<file path="src/design/etk_pkg.sv">
// shared types and constants for the expression tokenizer
// no dependencies
`timescale 1ns / 1ps
package etk_pkg;
    localparam int MaxLabelChars = 32;
    localparam int MaxFracDigits = 18;
    localparam int LenW = $clog2(MaxLabelChars + 1);
    localparam int IdxW = $clog2(MaxLabelChars);
    localparam logic [15:0] ExpMax = 16'hFFFF;

    typedef enum logic [4:0] {
        K_LCHAR = 5'd0, K_FRAME = 5'd1, K_INT = 5'd2, K_REAL = 5'd3, K_SET = 5'd4,
        K_ADD = 5'd5, K_SUB = 5'd6, K_MUL = 5'd7, K_POW = 5'd8, K_DIV = 5'd9,
        K_PARA = 5'd10, K_DOT = 5'd11, K_SEMI = 5'd12, K_LPAR = 5'd13,
        K_RPAR = 5'd14, K_LBRC = 5'd15, K_RBRC = 5'd16, K_NL = 5'd17,
        K_UNK = 5'd18, K_END = 5'd19
    } kind_t;

    typedef enum logic [2:0] {
        M_IDLE, M_LABEL, M_INT, M_FRAC, M_EXP, M_STAR, M_SLASH
    } mode_t;

    typedef enum logic [2:0] {
        S_IN, S_FLUSH, S_TAIL, S_OUT
    } state_t;

    // character classes from the datapath
    typedef struct packed {
        logic digit;
        logic alpha;
        logic dot;
        logic e;
        logic star;
        logic slash;
        logic zero;
        logic skip;
        logic keyword;
        logic label_done;
    } stat_t;

    // commands to the datapath
    typedef struct packed {
        logic    take;      // capture input char
        logic    absorb;    // extend pending token in mode
        mode_t   mode;
        logic    start;     // begin new token from held char
        logic    clear;
        logic    lbl_first; // reset label read pointer
        logic    lbl_step;
        logic    load_out;
        kind_t   kind;
        logic    use_acc;   // output fields from accumulators
        logic    use_char;  // output char from held char
        logic    use_lbl;
        logic    last;
    } cmd_t;

    function automatic kind_t single_kind(input logic [20:0] c);
        unique case (c)
            21'h3D: single_kind = K_SET;
            21'h2B: single_kind = K_ADD;
            21'h2D: single_kind = K_SUB;
            21'h2E: single_kind = K_DOT;
            21'h3B: single_kind = K_SEMI;
            21'h28: single_kind = K_LPAR;
            21'h29: single_kind = K_RPAR;
            21'h7B: single_kind = K_LBRC;
            21'h7D: single_kind = K_RBRC;
            21'h0A: single_kind = K_NL;
            default: single_kind = K_UNK;
        endcase
    endfunction
endpackage

</file>
<file path="src/design/expression_tokenizer_core.sv">
// top level of the expression tokenizer: controller, classifier and datapath
// depends on etk_pkg, etk_ctrl, etk_kindsel, etk_datapath
`timescale 1ns / 1ps
//  channel | ports               | direction
//  input   | s_valid s_ready s_ch | in, one character per transaction
//  result  | m_valid m_ready m_*  | out, one token per transaction
// a character steps through capture, absorb or flush, tail and output
// a label flush primes one memory read, then emits one token per buffered character
// the label buffer is a 32-entry memory with one write and one registered read
// reset clears mode, accumulators and handshake state
// a stall on m_ready holds the controller in flush or tail and keeps s_ready low
module expression_tokenizer_core (
    input  logic        aclk,
    input  logic        aresetn,
    input  logic        s_valid,
    output logic        s_ready,
    input  logic [20:0] s_ch,
    output logic        m_valid,
    input  logic        m_ready,
    output logic [4:0]  m_kind,
    output logic [20:0] m_char_code,
    output logic [31:0] m_int_value,
    output logic [59:0] m_frac_digits,
    output logic [4:0]  m_frac_count,
    output logic [15:0] m_exponent,
    output logic        m_overflow,
    output logic        m_last
);
    import etk_pkg::*;

    stat_t stat;
    cmd_t  cmd_raw, cmd;
    logic [20:0] held;
    logic [20:0] ch_q;

    // controller sequences absorb, flush and tail transactions
    etk_ctrl u_ctrl (
        .aclk, .aresetn, .s_valid, .s_ready, .m_valid, .m_ready,
        .stat, .cmd(cmd_raw)
    );

    // single-char token lookup on the captured character
    assign held = s_ch;
    etk_kindsel u_kind (.ch(ch_q), .cmd_in(cmd_raw), .cmd_out(cmd));

    always_ff @(posedge aclk) begin
        if (cmd_raw.take) ch_q <= held;
    end

    etk_datapath u_dp (
        .aclk, .aresetn, .s_ch, .cmd, .stat,
        .m_kind, .m_char_code, .m_int_value, .m_frac_digits, .m_frac_count,
        .m_exponent, .m_overflow, .m_last
    );
endmodule

</file>
<file path="src/design/etk_datapath.sv">
// accumulators, label memory and output register of the tokenizer
// depends on etk_pkg
`timescale 1ns / 1ps
module etk_datapath (
    input  logic             aclk,
    input  logic             aresetn,
    input  logic [20:0]      s_ch,
    input  etk_pkg::cmd_t    cmd,
    output etk_pkg::stat_t   stat,
    output logic [4:0]       m_kind,
    output logic [20:0]      m_char_code,
    output logic [31:0]      m_int_value,
    output logic [59:0]      m_frac_digits,
    output logic [4:0]       m_frac_count,
    output logic [15:0]      m_exponent,
    output logic             m_overflow,
    output logic             m_last
);
    import etk_pkg::*;

    logic [20:0] ch_reg;
    logic [20:0] mem [MaxLabelChars];
    logic [20:0] rd_reg;
    logic [LenW-1:0] len_reg, len_next, rp_reg, rp_next;
    logic [31:0] int_reg, int_next;
    logic [59:0] frac_reg, frac_next;
    logic [4:0]  fcnt_reg, fcnt_next;
    logic [15:0] exp_reg, exp_next;
    logic        ov_reg, ov_next;
    logic [4:0]  kw_reg, kw_next;
    logic [3:0]  dig;
    logic [19:0] exp_wide;
    logic        wr;
    logic [IdxW-1:0] wa;
    logic [20:0] wd;

    assign dig = ch_reg[3:0] - 4'd0;
    assign stat.digit = (ch_reg >= 21'h30) && (ch_reg <= 21'h39);
    assign stat.alpha = ((ch_reg >= 21'h61) && (ch_reg <= 21'h7A))
                     || ((ch_reg >= 21'h41) && (ch_reg <= 21'h5A));
    assign stat.dot   = ch_reg == 21'h2E;
    assign stat.e     = (ch_reg == 21'h65) || (ch_reg == 21'h45);
    assign stat.star  = ch_reg == 21'h2A;
    assign stat.slash = ch_reg == 21'h2F;
    assign stat.zero  = ch_reg == 21'h0;
    assign stat.skip  = (ch_reg == 21'h20) || (ch_reg == 21'h0D);
    assign stat.keyword = (len_reg == LenW'(5)) && !ov_reg && (kw_reg == 5'b11111);
    assign stat.label_done = (rp_reg + LenW'(1)) >= len_reg;

    always_comb begin
        len_next = len_reg; int_next = int_reg; frac_next = frac_reg;
        fcnt_next = fcnt_reg; exp_next = exp_reg; ov_next = ov_reg; kw_next = kw_reg;
        exp_wide = 20'(exp_reg) * 20'd10 + 20'(dig);
        wr = 1'b0; wa = '0; wd = ch_reg;
        if (cmd.clear) begin
            len_next = '0; int_next = '0; frac_next = '0; fcnt_next = '0;
            exp_next = '0; ov_next = 1'b0; kw_next = '0;
        end
        if (cmd.absorb) begin
            unique case (cmd.mode)
                M_LABEL: begin
                    if (len_reg < LenW'(MaxLabelChars)) begin
                        wr = 1'b1; wa = len_reg[IdxW-1:0];
                        len_next = len_reg + LenW'(1);
                        unique case (len_reg)
                            LenW'(1): kw_next[1] = ch_reg == 21'h72;
                            LenW'(2): kw_next[2] = ch_reg == 21'h61;
                            LenW'(3): kw_next[3] = ch_reg == 21'h6D;
                            LenW'(4): kw_next[4] = ch_reg == 21'h65;
                            default: ;
                        endcase
                    end else ov_next = 1'b1;
                end
                M_INT: int_next = int_reg * 32'd10 + 32'(dig);
                M_FRAC: begin
                    if (fcnt_reg < 5'(MaxFracDigits)) begin
                        frac_next = frac_reg * 60'd10 + 60'(dig);
                        fcnt_next = fcnt_reg + 5'd1;
                    end else ov_next = 1'b1;
                end
                M_EXP: begin
                    if (exp_wide > 20'(ExpMax)) begin
                        exp_next = ExpMax; ov_next = 1'b1;
                    end else exp_next = exp_wide[15:0];
                end
                default: ;
            endcase
        end
        if (cmd.start) begin
            len_next = '0; int_next = '0; frac_next = '0; fcnt_next = '0;
            exp_next = '0; ov_next = 1'b0; kw_next = '0;
            if (stat.alpha) begin
                wr = 1'b1; wa = '0; len_next = LenW'(1);
                kw_next[0] = ch_reg == 21'h66;
            end else if (stat.digit) int_next = 32'(dig);
        end
    end

    always_comb begin
        rp_next = rp_reg;
        if (cmd.lbl_first) rp_next = '0;
        else if (cmd.lbl_step) rp_next = rp_reg + LenW'(1);
    end

    always_ff @(posedge aclk) begin
        if (wr) mem[wa] <= wd;
        rd_reg <= mem[rp_next[IdxW-1:0]];
        if (cmd.take) ch_reg <= s_ch;
    end

    always_ff @(posedge aclk) begin
        if (!aresetn) begin
            len_reg <= '0; int_reg <= '0; frac_reg <= '0; fcnt_reg <= '0;
            exp_reg <= '0; ov_reg <= 1'b0; kw_reg <= '0; rp_reg <= '0;
        end else begin
            len_reg <= len_next; int_reg <= int_next; frac_reg <= frac_next;
            fcnt_reg <= fcnt_next; exp_reg <= exp_next; ov_reg <= ov_next;
            kw_reg <= kw_next; rp_reg <= rp_next;
        end
    end

    // output register, loaded before accumulators change
    always_ff @(posedge aclk) begin
        if (cmd.load_out) begin
            m_kind <= cmd.kind;
            m_last <= cmd.last;
            m_char_code <= cmd.use_char ? ch_reg : (cmd.use_lbl ? rd_reg : '0);
            m_int_value <= cmd.use_acc ? int_reg : '0;
            m_frac_digits <= (cmd.use_acc && cmd.kind == K_REAL) ? frac_reg : '0;
            m_frac_count <= (cmd.use_acc && cmd.kind == K_REAL) ? fcnt_reg : '0;
            m_exponent <= (cmd.use_acc && cmd.kind == K_REAL) ? exp_reg : '0;
            m_overflow <= ((cmd.use_acc && cmd.kind == K_REAL) || cmd.use_lbl)
                          ? ov_reg : 1'b0;
        end
    end
endmodule

</file>
<file path="src/design/etk_ctrl.sv">
// controller state machine of the tokenizer
// depends on etk_pkg
`timescale 1ns / 1ps
module etk_ctrl (
    input  logic            aclk,
    input  logic            aresetn,
    input  logic            s_valid,
    output logic            s_ready,
    output logic            m_valid,
    input  logic            m_ready,
    input  etk_pkg::stat_t  stat,
    output etk_pkg::cmd_t   cmd
);
    import etk_pkg::*;

    state_t state_reg, state_next;
    mode_t  mode_reg, mode_next;
    logic   mv_reg, mv_next;
    logic   lbl_reg, lbl_next;   // emitting label chars
    logic   slot;
    kind_t  tk;
    logic   tail_emits;

    assign m_valid = mv_reg;
    assign slot = !mv_reg || m_ready;
    assign s_ready = (state_reg == S_IN) && !mv_reg;

    always_comb begin
        tk = single_kind(21'(0));
        tail_emits = 1'b0;
        if (stat.zero) tk = K_END;
        else if (!(stat.alpha || stat.digit || stat.star || stat.slash || stat.skip))
            tail_emits = 1'b1;
        if (stat.zero) tail_emits = 1'b1;
    end

    always_comb begin
        cmd = '0;
        cmd.mode = mode_reg;
        state_next = state_reg;
        mode_next = mode_reg;
        mv_next = mv_reg && !m_ready;
        lbl_next = lbl_reg;
        unique case (state_reg)
            S_IN: begin
                if (s_valid && s_ready) begin
                    cmd.take = 1'b1;
                    state_next = S_FLUSH;
                end
            end
            S_FLUSH: begin
                // decide whether the held char extends the pending token
                unique case (mode_reg)
                    M_LABEL: if (stat.alpha || stat.digit) begin
                        cmd.absorb = 1'b1; state_next = S_IN;
                    end
                    M_INT: if (stat.digit) begin
                        cmd.absorb = 1'b1; state_next = S_IN;
                    end else if (stat.dot) begin
                        mode_next = M_FRAC; state_next = S_IN;
                    end else if (stat.e) begin
                        mode_next = M_EXP; state_next = S_IN;
                    end
                    M_FRAC: if (stat.digit) begin
                        cmd.absorb = 1'b1; state_next = S_IN;
                    end else if (stat.e) begin
                        mode_next = M_EXP; state_next = S_IN;
                    end
                    M_EXP: if (stat.digit) begin
                        cmd.absorb = 1'b1; state_next = S_IN;
                    end
                    default: ;
                endcase
                if (state_next == S_FLUSH && slot) begin
                    priority if (mode_reg == M_STAR && stat.star) begin
                        cmd.load_out = 1'b1; cmd.kind = K_POW; cmd.last = 1'b1;
                        mv_next = 1'b1; cmd.clear = 1'b1; mode_next = M_IDLE;
                        state_next = S_IN;
                    end else if (mode_reg == M_SLASH && stat.slash) begin
                        cmd.load_out = 1'b1; cmd.kind = K_PARA; cmd.last = 1'b1;
                        mv_next = 1'b1; cmd.clear = 1'b1; mode_next = M_IDLE;
                        state_next = S_IN;
                    end else if (mode_reg == M_LABEL && !stat.keyword) begin
                        if (!lbl_reg) begin
                            cmd.lbl_first = 1'b1; lbl_next = 1'b1; // prime read
                        end else begin
                            cmd.load_out = 1'b1; cmd.kind = K_LCHAR; cmd.use_lbl = 1'b1;
                            cmd.last = stat.label_done && !tail_emits;
                            cmd.lbl_step = 1'b1; mv_next = 1'b1;
                            if (stat.label_done) begin
                                lbl_next = 1'b0; mode_next = M_IDLE;
                                state_next = S_TAIL;
                            end
                        end
                    end else if (mode_reg == M_IDLE) begin
                        state_next = S_TAIL;
                    end else begin
                        cmd.load_out = 1'b1; mv_next = 1'b1; cmd.use_acc = 1'b1;
                        cmd.last = !tail_emits;
                        unique case (mode_reg)
                            M_LABEL: cmd.kind = K_FRAME;
                            M_INT: cmd.kind = K_INT;
                            M_FRAC, M_EXP: cmd.kind = K_REAL;
                            M_STAR: cmd.kind = K_MUL;
                            default: cmd.kind = K_DIV;
                        endcase
                        mode_next = M_IDLE; state_next = S_TAIL;
                    end
                end
            end
            S_TAIL: begin
                if (slot) begin
                    if (tail_emits) begin
                        cmd.load_out = 1'b1; mv_next = 1'b1; cmd.last = 1'b1;
                        cmd.kind = tk;
                        cmd.clear = 1'b1;
                        mode_next = M_IDLE;
                        state_next = S_OUT;
                    end else begin
                        cmd.start = 1'b1;
                        priority if (stat.alpha) mode_next = M_LABEL;
                        else if (stat.digit) mode_next = M_INT;
                        else if (stat.star) mode_next = M_STAR;
                        else if (stat.slash) mode_next = M_SLASH;
                        else mode_next = M_IDLE;
                        state_next = S_IN;
                    end
                end
            end
            S_OUT: begin
                state_next = S_IN;
            end
            default: state_next = S_IN;
        endcase
    end

    always_ff @(posedge aclk) begin
        if (!aresetn) begin
            state_reg <= S_IN; mode_reg <= M_IDLE; mv_reg <= 1'b0; lbl_reg <= 1'b0;
        end else begin
            state_reg <= state_next; mode_reg <= mode_next;
            mv_reg <= mv_next; lbl_reg <= lbl_next;
        end
    end
endmodule

</file>
<file path="src/design/etk_kindsel.sv">
// classifies a held character into its single-character token kind
// depends on etk_pkg
`timescale 1ns / 1ps
module etk_kindsel (
    input  logic [20:0]    ch,
    input  etk_pkg::cmd_t  cmd_in,
    output etk_pkg::cmd_t  cmd_out
);
    import etk_pkg::*;
    always_comb begin
        cmd_out = cmd_in;
        if (cmd_in.load_out && cmd_in.kind == K_UNK) begin
            cmd_out.kind = single_kind(ch);
            cmd_out.use_char = cmd_out.kind == K_UNK;
        end
    end
endmodule

</file>
<file path="config.mk">
export PLATFORM = sky130hd
export DESIGN_NAME = expression_tokenizer_core
export DESIGN_NICKNAME = d
export VERILOG_FILES = /design/src/design/etk_pkg.sv /design/src/design/expression_tokenizer_core.sv /design/src/design/etk_datapath.sv /design/src/design/etk_ctrl.sv /design/src/design/etk_kindsel.sv
export SDC_FILE = /design/constraint.sdc
export NUM_CORES = 2
export LEC_CHECK = 0
export BUFFER_PORTS_ARGS = -buffer_cell sky130_fd_sc_hd__buf_2
export CORE_MARGIN = 8
export CORE_UTILIZATION = 63
export CTS_CLUSTER_DIAMETER = 30
export CTS_CLUSTER_SIZE = 40
export DETAILED_ROUTE_END_ITERATION = 8
export PLACE_DENSITY = 0.81
export SLEW_MARGIN = 10
export SYNTH_ARGS = -nofsm -noshare
export SYNTH_HDL_FRONTEND = slang
export SYNTH_SLANG_ARGS = --single-unit
</file>
<file path="constraint.sdc">
create_clock -name aclk -period 10.9 [get_ports aclk]
set_input_delay 1.635 -clock aclk [delete_from_list [all_inputs] [get_ports aclk]]
set_output_delay 1.635 -clock aclk [all_outputs]
set_load 0.01 [all_outputs]
</file>
After elaboration in Yosys (flattened, before gate mapping)
Memories as Yosys holds them, arrays and structs flattened. A register that Yosys moved wholly into a read port is not among the register bits. Cells that the tools add are included. W data, S select, Z words.

Register bits after elaboration: 301. RAM bits: 672. Memories: 1.

Memories: u_dp.mem (words 32, width 21, read ports 1, clocked after memory_dff 1, wr ports 1, line etk_datapath.sv:22) `logic [20:0] mem [MaxLabelChars];`.

$add $sub $neg: 6. Multiply operators: 3. Magnitude comparators: 10. Eq/ne operators: 40. Multiplexer cells: 155. Bitwise gates (word level): 3. Reduce and logical (&&, ||, !) cells: 41.

Operators with widths (count): $mux W60 (4); $eq A21 B6 Y1 const B (10); $eq A21 B7 Y1 const B (8); $mux W32 (5); $mux W3 (32); $mux W5 (14); $mux W16 (4); $add A60 B4 Y60 (1); $mul A60 B3 Y59 const B (1); $mux W6 (10); $mux W1 (57); $pmux W5 S10 (1); $eq A21 B4 Y1 const B (2); $ge A21 B7 Y1 const B (2); $le A21 B7 Y1 const B (2); $mux W21 (2); $add A32 B4 Y32 (1); $mul A32 B3 Y31 const B (1); $ge A21 B6 Y1 const B (1); $le A21 B6 Y1 const B (1); $logic_not A21 Y1 (1); $add A20 B4 Y20 (1); $gt A20 B16 Y1 const B (1); $mul A16 B3 Y19 const B (1); 36 further kinds (95).

Depth between registers and ports, before layout
Depth in word-level cells: 19. Mapped depth: 19. Mapped depth without buffers: 16.

Modules after synthesis
Synthesis repeated with hierarchy kept, for this count alone.

Cells, all modules: 3667. Area, all modules: 48774.3 µm².

By module, submodules not included: etk_datapath (times used 1, cells an instance 3453, area each 46747.3 µm², seq. area each 28086.9 µm²); etk_ctrl (times used 1, cells an instance 126, area each 905.9 µm², seq. area each 160.2 µm²); expression_tokenizer_core (times used 1, cells an instance 21, area each 630.6 µm², seq. area each 630.6 µm²); etk_kindsel (times used 1, cells an instance 67, area each 490.5 µm², seq. area each 0.0 µm²).

Worst setup path after synthesis
OpenSTA, ideal clock, no wires.

Path kind: reg2reg. Start point: register u_dp.ch_reg[2]. End point: register u_dp.m_char_code[0], enable pin. Library setup time: 0.643 ns. Arrival: 8.498 ns. Required time: 10.257 ns. Path slack: 1.759 ns. Stages on the path, launching flop included: 10. Buffers on the path: 1. Clock period less this slack: 9.141 ns. Cell sequence: edfxtp_1 > clkbuf_1 > nor3_1 > nor3b_1 > nor4_1 > nor2_1 > o21ai_0 > a311oi_1 > a21oi_1 > nor2_1.

RTL lines: start: declaration (line etk_datapath.sv:21) `logic [20:0] ch_reg;`; start signal: assignment (line etk_datapath.sv:108) `if (cmd.take) ch_reg <= s_ch;`; end signal: assignment (line etk_datapath.sv:127) `m_char_code <= cmd.use_char ? ch_reg : (cmd.use_lbl ? rd_reg : '0);`; end: declaration (line etk_datapath.sv:11) `output logic [20:0] m_char_code,`.

Worst setup path after layout
Start point: register u_dp.ch_reg[19]. End point: register u_dp.rd_reg[12], read port of u_dp.mem.

Longest elaborated chain between the ends: 13. Elaborated cells between the ends (all ways): 35. Classes of those cells: order compare (6); eq/ne (6); mux (14); reduce/logical (9).

RTL lines: $ge A21 B7 Y1, or another cell as far along (line etk_datapath.sv:39) `assign stat.alpha = ((ch_reg >= 21'h61) && (ch_reg <= 21'h7A))`; $logic_and A1 B1 Y1, or another cell as far along (line etk_datapath.sv:39); $logic_or A1 B1 Y1 or $mux W3 (tied branches) (line etk_datapath.sv:40, etk_ctrl.sv:61, etk_ctrl.sv:66); $logic_or A1 B1 Y1 or $mux W3 (tied branches) (line etk_ctrl.sv:54, etk_ctrl.sv:59); $mux W3, on equally long branches (line etk_ctrl.sv:54, etk_ctrl.sv:57); $pmux W3 S4 (line etk_ctrl.sv:53) `unique case (mode_reg)`; $mux W3 (line etk_ctrl.sv:44) `unique case (state_reg)`; $eq A3 B1 Y1 (line etk_ctrl.sv:74) `if (state_next == S_FLUSH && slot) begin`; $logic_and A1 B1 Y1 (line etk_ctrl.sv:74); $mux W10 (*) (line etk_ctrl.sv:74); $mux W2 (*) (line etk_ctrl.sv:44); $mux W5 (line etk_datapath.sv:102) `else if (cmd.lbl_step) rp_next = rp_reg + LenW'(1);`; $mux W5 (*) (line etk_datapath.sv:101) `if (cmd.lbl_first) rp_next = '0;`; end: declaration (line etk_datapath.sv:23) `logic [20:0] rd_reg;`.

Every way passes the cells marked *; elsewhere a longest branch is shown, timed or not. The select of a mux whose other input is x is not followed. A chain may end at the register's enable or synchronous reset.

==> out/qor.yml <==
sta:
  rsz0062_at_grt: "false"
  slew_viol_final: 0
  tns_ns: 0
  fin_worst_skew_ns: 0.0554
  fin_crit_sh_pct: 63.4
  timing.slew.headroom_pct: 10.5
  worstMarginPinSlew_ns: 1.34
  hold_viol_final: 0
  min_period_ns: 6.91
  setup_violations: 0
  holdWs_ns: 0.445
  fmax_mhz: 145
yosys:
  synth.top_cell.area_share_pct: 51.9
  syn_area_per_cell_um2: 11.6
  synth.distinct_cells: 95
  synth_area_leaders: "edfxtp_1, dfxtp_1, ha_1, nand2_1, mux2i_1"
  yosysTopAreaCell: "edfxtp_1"
  syn_nets: 4409
  ys_ff_latch: 994
  ys_async_sr_fraction_pct: 0
  synth_warnings: 0
  synth_area_um2: 48200
  yosysSeqAreaShare_pct: 58.5
  synth-edff-count: 834
  synth_cells: 4163
  synthFlopType: "edfxtp_1"
cells_and_area:
  area_delta_synth_final_pct: 16.2
  post-route-util_pct: 73.9
  n_antenna_cell: 0
  drive_gt1_share_pct: 13.7
  largest_reg_flops: 672
  final_common_cell: "edfxtp_1"
  layout_common_cells: "edfxtp_1, nand2_1, a21oi_1"
  final_nets: 4591
drt:
  wire_per_inst_um: 25.0
  drcViolationCount: 0
  vias: 36400
  first_pass_iters: 7
  vias_per_cell: 6.66
  postRouteAntennaNets: 0
  wirelength_um: 137000
  first_iter_violations: 4841
global_route:
  overflow: 0
  first_global_vias: 35500
  grtUsageMet2_pct: 50.3
  grt_usage_pct: 30.9
  met3_usage_pct: 6.95
  gr-usage-met1_pct: 39.5
  grt_start_max_net_pins: 149
  busiest_layer: "met2"
  antenna_found_initial: 5
  grt_pass1_wl_um: 206000
worst_setup_path:
  path_cells: "nor4_2 -> nand4_2 -> nor4_1 -> o22ai_1 -> a221oi_2 -> or3_1 -> nor2_1 -> o21ai_4 -> buf_4 -> buf_4 -> nand2_1 -> a21oi_1 -> nor3_1 -> a22oi_1"
  worstPathRequired_ns: 11.56
  arrival_ns: 7.56
  r2r-end: "u_dp.rd_reg[12]"
  rr_startpoint: "u_dp.ch_reg[19]"
  r2r_cells: 14
  crit_path_frequent_cell: "buf_4"
  r2r_setup_slack_ns: 3.99
  worst_setup_path_end_kind: "flip-flop"
  cpPeakStageDelay_ns: 0.91
  slowest_stage: "nand2_1"
  path_buf_inv: 2
  path_class: "flip-flop to flip-flop"
  path_delay_family: "simple AND/OR/NAND/NOR gates"
  critPathMaxFanout: 67
  startpoint_type: "flip-flop"
hold_path:
  min_path_cells: 2
  worstHoldStart: "u_dp.int_reg[31]"
  hold_class: "flip-flop to flip-flop"
  worst_hold_path.endpoint: "u_dp.int_reg[31]"
clocking:
  cts_setup_buffers: 0
  clock_sinks: 994
  clkLatencyLatePin_ns: 0.76
  cts_buffers: 166
  clkSlewWorstSetupHoldPaths_ns: 0.05
  holdBufCountCts: 0
  cts-root-buf: "clkbuf_16"
  htree_num_levels: 4
  cts_resized: 0
  cts_tree: "done"
  cts_buffer_depth: 3
job:
  maxCapViolations: 0
placed_design:
  numPortBuffers: 167
  place_congestion: 0.949
  dp.final_hpwl_um: 81300
floorplan:
  dieWidth_um: 293
  io_pins: 168
  die_y_um: 293
  die-area_um2: 85700
  start_util_pct: 63.6
  rows: 101
  placeableCoreArea_um2: 75800
power_and_ir_drop:
  vdd_ir_drop_max_v: 0.000150
  p_leak_nw: 20.2
  power.density_nw_per_um2: 171
status:
  outcome: "finished clean"
-- layout make-up --
cell class	instances	area [um2]
fill	4728	19800
multi-input combinational	2894	19200
timing repair buffer	224	1300
sequential	994	28200
clock inverter	115	1440
inverter	65	244
tap	978	1220
clock buffer	197	4470
-- where the power goes --
| group | switching, W | total, W | internal [W] |
|---|---|---|---|
| logic | 0.0000559 | 0.0000699 | 0.0000141 |
| clock network | 0.00197 | 0.00538 | 0.00342 |
| registers | 0.0000114 | 0.00412 | 0.00411 |
-- worst max path at each step --
| stage | from | endpoint | cells past startpoint |
|---|---|---|---|
| floorplan | u_dp.ch_reg[2] | u_dp.m_char_code[0] | 9 |
| global placement | u_dp.ch_reg[11] | u_dp.rd_reg[14] | 14 |
| detailed placement | u_dp.ch_reg[19] | u_dp.rd_reg[17] | 14 |
| CTS | u_dp.ch_reg[19] | u_dp.rd_reg[20] | 14 |
| global route | u_dp.ch_reg[19] | u_dp.rd_reg[4] | 14 |
| finish | u_dp.ch_reg[19] | u_dp.rd_reg[12] | 14 |
-- worst register-to-register path: stages (launching register included) --
cell and delay, ns:
edfxtp_1 0.84, nor4_2 0.57, nand4_2 0.33, nor4_1 0.73, o22ai_1 0.23, a221oi_2 0.52
or3_1 0.28, nor2_1 0.14, o21ai_4 0.14, buf_4 0.72, buf_4 0.64, nand2_1 0.92
a21oi_1 0.40, nor3_1 0.09, a22oi_1 0.26
-- cell usage after synthesis, drive strengths merged, types with 65 or more instances --
cell / instances
nor2: 200
o21ai: 135
edfxtp: 834
mux2i: 184
nand3: 192
ha: 215
nor4: 69
and2: 140
clkbuf: 138
buf: 72
a21oi: 286
xnor2: 103
nand2: 560
nor3: 90
dfxtp: 160
inv: 65
-- per-layer routing --
| layer | vias to the layer above | part of all wire (%) |
|---|---|---|
| met4 | 6 | 4.6 |
| met5 | - | 0.025 |
| met1 | 17500 | 37 |
| met3 | 490 | 11 |
| met2 | 2386 | 47 |
| li1 | 16100 | - |
-- logic make-up (layout without fill, tap and decap cells) --
family                   after synthesis  in the layout  synth area share (%)
AO/OA/AOI/OAI                        862            862                  11.6
other                                  1              1               0.00777
buffers and inverters                275            601                  2.38
AND/OR/NAND/NOR                     1462           1462                  14.8
XOR/XNOR                             161            161                  2.92
adder cells (fa/ha/maj)              221            221                  5.82
multiplexers                         187            187                  3.89
flip-flops                           994            994                  58.5
-- per-stage QoR --
stage	instances	instance area [um2]	worst slack (ns)	power [W]
floorplan	4163	48200	1.76	0.00422
global placement	5155	50200	4.56	0.00426
detailed placement	5155	50200	4.40	0.00426
CTS	5467	56100	4.22	0.00959
global route	5467	56100	3.76	0.00976
finish	5467	56100	3.99	0.00957
Power figures use the tool's default switching activity.
